===== src/rtl/ubsd_pkg.sv =====
`timescale 1ns / 1ps

package ubsd_pkg;

    localparam int CAPACITY = 64;
    localparam int DATA_W   = 32;
    localparam int LIMIT_W  = 7;
    localparam int CNT_W    = $clog2(CAPACITY + 1);

    localparam logic [LIMIT_W-1:0] LIMIT_RESET = LIMIT_W'(64);

    typedef struct packed {
        logic signed [DATA_W-1:0] key;
        logic signed [DATA_W-1:0] value;
    } in_item_t;

    typedef struct packed {
        logic signed [DATA_W-1:0] out_key;
        logic signed [DATA_W-1:0] out_value;
        logic        [DATA_W-1:0] stamp;
        logic                     last;
    } out_item_t;

    typedef struct packed {
        logic signed [DATA_W-1:0] key;
        logic signed [DATA_W-1:0] value;
        logic        [DATA_W-1:0] stamp;
    } entry_t;

    typedef enum logic [1:0] {
        CELL_HOLD,
        CELL_CMP,
        CELL_INS,
        CELL_SHIFT
    } cell_mode_t;

    typedef struct packed {
        cell_mode_t mode;
        logic       hit;
        entry_t     entry;
    } cell_ctrl_t;

endpackage


===== src/rtl/ubsd_cell.sv =====
`timescale 1ns / 1ps

// One slot of the sorted chain. It compares its key with the incoming key,
// then keeps its entry, updates value and stamp on a key match, takes the
// new entry or its lower (insert shift) or upper (drain) neighbor's entry.
module ubsd_cell
    import ubsd_pkg::*;
(
    input  logic       clk,
    input  logic       rst_n,
    input  cell_ctrl_t ctrl,
    input  logic       occ,
    input  logic       prev_lt,
    input  logic       prev_gt,
    input  entry_t     prev_data,
    input  entry_t     next_data,
    output entry_t     data,
    output logic       lt,
    output logic       gt,
    output logic       eq
);

    entry_t data_reg;
    entry_t data_next;
    logic   lt_reg;
    logic   eq_reg;
    logic   occ_reg;

    always_ff @(posedge clk or negedge rst_n) begin
        if (!rst_n) begin
            lt_reg  <= 1'b0;
            eq_reg  <= 1'b0;
            occ_reg <= 1'b0;
        end else if (ctrl.mode == CELL_CMP) begin
            lt_reg  <= occ && (data_reg.key < ctrl.entry.key);
            eq_reg  <= occ && (data_reg.key == ctrl.entry.key);
            occ_reg <= occ;
        end
    end

    always_comb begin
        data_next = data_reg;
        unique case (ctrl.mode)
            CELL_INS: begin
                if (ctrl.hit) begin
                    if (eq_reg) begin
                        data_next.value = ctrl.entry.value;
                        data_next.stamp = ctrl.entry.stamp;
                    end
                end else if (prev_gt) begin
                    data_next = prev_data;
                end else if (prev_lt && !lt_reg) begin
                    data_next = ctrl.entry;
                end
            end
            CELL_SHIFT: data_next = next_data;
            CELL_HOLD, CELL_CMP: data_next = data_reg;
            default: data_next = data_reg;
        endcase
    end

    always_ff @(posedge clk) begin
        data_reg <= data_next;
    end

    assign data = data_reg;
    assign lt   = lt_reg;
    assign eq   = eq_reg;
    assign gt   = occ_reg && !lt_reg && !eq_reg;

endmodule


===== config.mk =====
export PLATFORM = sky130hd
export DESIGN_NAME = ubsd_cell
export DESIGN_NICKNAME = d
export VERILOG_FILES = /design/src/rtl/ubsd_pkg.sv /design/src/rtl/ubsd_cell.sv
export SDC_FILE = /design/constraint.sdc
export NUM_CORES = 1
export LEC_CHECK = 0
export ABC_AREA = 1
export BUFFER_PORTS_ARGS = -buffer_cell sky130_fd_sc_hd__buf_2
export CAP_MARGIN = 10
export CORE_AREA = 2 2 154 156
export CTS_CLUSTER_SIZE = 30
export DETAILED_ROUTE_END_ITERATION = 8
export DIE_AREA = 0 0 156 158
export PLACE_DENSITY = 0.65
export SYNTH_ARGS = -nofsm -noshare
export SYNTH_HDL_FRONTEND = slang
export SYNTH_SLANG_ARGS = --single-unit

===== constraint.sdc =====
create_clock -name clk -period 9.3 [get_ports clk]
set_input_delay 1.86 -clock clk [delete_from_list [all_inputs] [get_ports clk]]
set_output_delay 1.86 -clock clk [all_outputs]
set_load 0.02 [all_outputs]

==> impl_metrics.yaml <==
yosys:
  synth_cells: 698
  synth-seq-cells: 99
  yosysTopAreaCell: "edfxtp_1"
  netlist_area_um2: 5980
  ys_types: 28
  yosysTopAreaCellShare_pct: 48.2
  yosys-top-cells-area: "edfxtp_1, nand2_1, a31oi_1"
  synth_nets: 1026
  yosysSeqAreaShare_pct: 49.5
  syn_avg_cell_area_um2: 8.56
  ys_warn_count: 0
route:
  drtAntennaViolNets: 0
  routed_wl_um: 21700
  met3RoutedLength_um: 1630
  vias: 6468
  drt_iter0_drc: 487
  vias_per_cell: 4.76
  dr_wl_met2_um: 11000
  wl_per_cell_um: 16.0
  wl_met1_um: 8650
  drt-pass1-iter-count: 5
  drc_errors: 0
  maxUsedRoutingLayer: "met4"
cells_and_area:
  areaGrowthSynthToFinish_pct: 40.4
  fin_cells: 1359
  nFillCells: 2422
  drive_above_1_share_pct: 40.2
  layout.nets: 1389
  final_common_cell: "buf_2"
  final_cell_mix: "buf_2, nand2_1, nor2_1, a31oi_1, edfxtp_1"
  largest_reg_flops: 96
min_path:
  min_path_type: "register to register"
  whs_path_depth: 2
  hold_end: "occ_reg"
  worstHoldStart: "occ_reg"
timing:
  finalCritPeriodShare_pct: 40.9
  setup_viol: 0
  fin_skew_ns: 0.0142
  slew_headroom_pct: 31.9
  rsz0062_at_grt: "no"
  worst_slew_pin_slew_ns: 1.02
  hold_viol: 0
  max_freq_mhz: 263
  fin_crit_ns: 3.80
  slew_violations: 0
  tns_ns: 0
global_route:
  antenna_found_initial: 4
  grt_overflow_total: 0
  grt_pass1_vias: 5947
  grt_first_pass_wirelength_um: 31500
  grt_use_total_pct: 16.6
  grt_max_degree: 108
critical_path:
  reg2reg_depth: 4
  startpoint_type: "input pin"
  cpPeakStageDelay_ns: 0.88
  path_max_fanout: 107
  r2r-start: "lt"
  critPathArrivalTime_ns: 3.85
  required_ns: 9.35
  ff2ff_setup_slack_ns: 7.29
  endpoint_kind: "register"
  crit_slowest_cell: "buf_4"
  cp-startpoint: "ctrl[98]"
  r2r-end: "data[33]"
  criticalPathCategory: "input pin to register"
  path_cells: "buf_2 -> nand2_4 -> buf_4 -> a31oi_1"
place:
  gp_congestion: 0.812
  place_inst: 1340
  portBuffers: 394
  post-dp-hpwl_um: 16800
floorplanning:
  fp.dieArea_um2: 24600
  core_um2: 23100
  initial_core_util_pct: 25.9
  fp.dieW_um: 156
  die-height_um: 158
  pin_count: 395
  row_count: 56
cts:
  postCtsHoldBufs: 0
  cts_buffers: 9
  numClockSinks: 99
  post-cts-setup-buffers: 0
  clock_path_buffers: 2
  htreeDepth: 3
  clk_pin_slew_ns: 0.07
  cts_tree: "built"
  cts-root-buf: "clkbuf_16"
  post_cts_resize_count: 0
  clk_latency_ns: 0.35
status:
  status: "finished, final reports clean"
pwr:
  ir_worst_vdd_v: 0.0000885
  p_leak_nw: 4.12
  p_per_area_nw_per_um2: 144
run:
  maxCapViolCount: 0
==> worst max path at each step <==
stage                to  cells past startpoint  slack [ns]
3_5_place_dp   data[27]                      6        5.11
5_1_grt        data[47]                      5        5.29
3_3_place_gp   data[40]                      6        5.10
2_1_floorplan   data[0]                      5        3.86
6_report       data[36]                      4        5.50
4_1_cts        data[23]                      6        5.49
==> per-stage QoR <==
| stage | setup slack [ns] | power [mW] | instance area, µm² | hold WS (ns) | util (%) |
|---|---|---|---|---|---|
| 4_1_cts | 5.49 | 1.23 | 8380 | 0.580 | 36.4 |
| 2_1_floorplan | 3.86 | 0.728 | 5980 | 0.504 | - |
| 5_1_grt | 5.29 | 1.28 | 8390 | 0.595 | 36.4 |
| 3_3_place_gp | 5.10 | 0.858 | 8110 | 0.557 | 35.2 |
| 3_5_place_dp | 5.11 | 0.864 | 8110 | 0.562 | 35.2 |
| 6_report | 5.50 | 1.21 | 8390 | 0.566 | 36.4 |
==> final cells by class <==
type | count | area (µm²) | area share (%)
Sequential cell | 99 | 2960 | 35.3
Multi-Input combinational cell | 503 | 2590 | 30.9
Timing Repair Buffer | 400 | 2020 | 24.1
Tap cell | 290 | 363 | 4.33
Clock buffer | 10 | 229 | 2.73
Inverter | 48 | 180 | 2.15
Clock inverter | 6 | 41.3 | 0.492
Antenna cell | 3 | 7.51 | 0.0895
==> worst max-delay path, delay by kind of cell <==
family,cells,cell delay (ns)
AOI/OAI and AO/OA,1,0.20
buffers and inverters,2,1.01
and+or+nand+nor,1,0.60
==> cells by family after synthesis <==
family	share of synthesized area, %
AND/OR/NAND/NOR	23.8
AO/OA/AOI/OAI	12.6
flip-flops	49.5
buffers and inverters	7.39
adder cells (fa/ha/maj)	6.70
==> cells in the mapped netlist, drive strengths merged <==
master,n
edfxtp,96
o21a,2
clkbuf,1
a21o,2
o211ai,1
a31oi,96
and3,1
inv,48
nand4,1
o41ai,1
o21ai,4
nand3,68
dfrtp,3
nand2,171
nor3,1
ha,32
a21oi,14
nor2,108
o22ai,1
buf,47
==> per-layer routing <==
layer,track usage (%),vias to the layer above
li1,-,3159
met5,0,-
met2,29.5,309
met1,19.9,2968
met3,3.89,32
met4,5.37,0
==> power by group <==
part	leakage [nW]	switching, mW	internal (mW)	total (mW)
Combinational	3.03	0.182	0.117	0.299
Clock	0.127	0.174	0.182	0.357
Sequential	0.964	0.0148	0.538	0.553
Total	4.12	0.371	0.837	1.21
(Power assumes the default switching activity.)
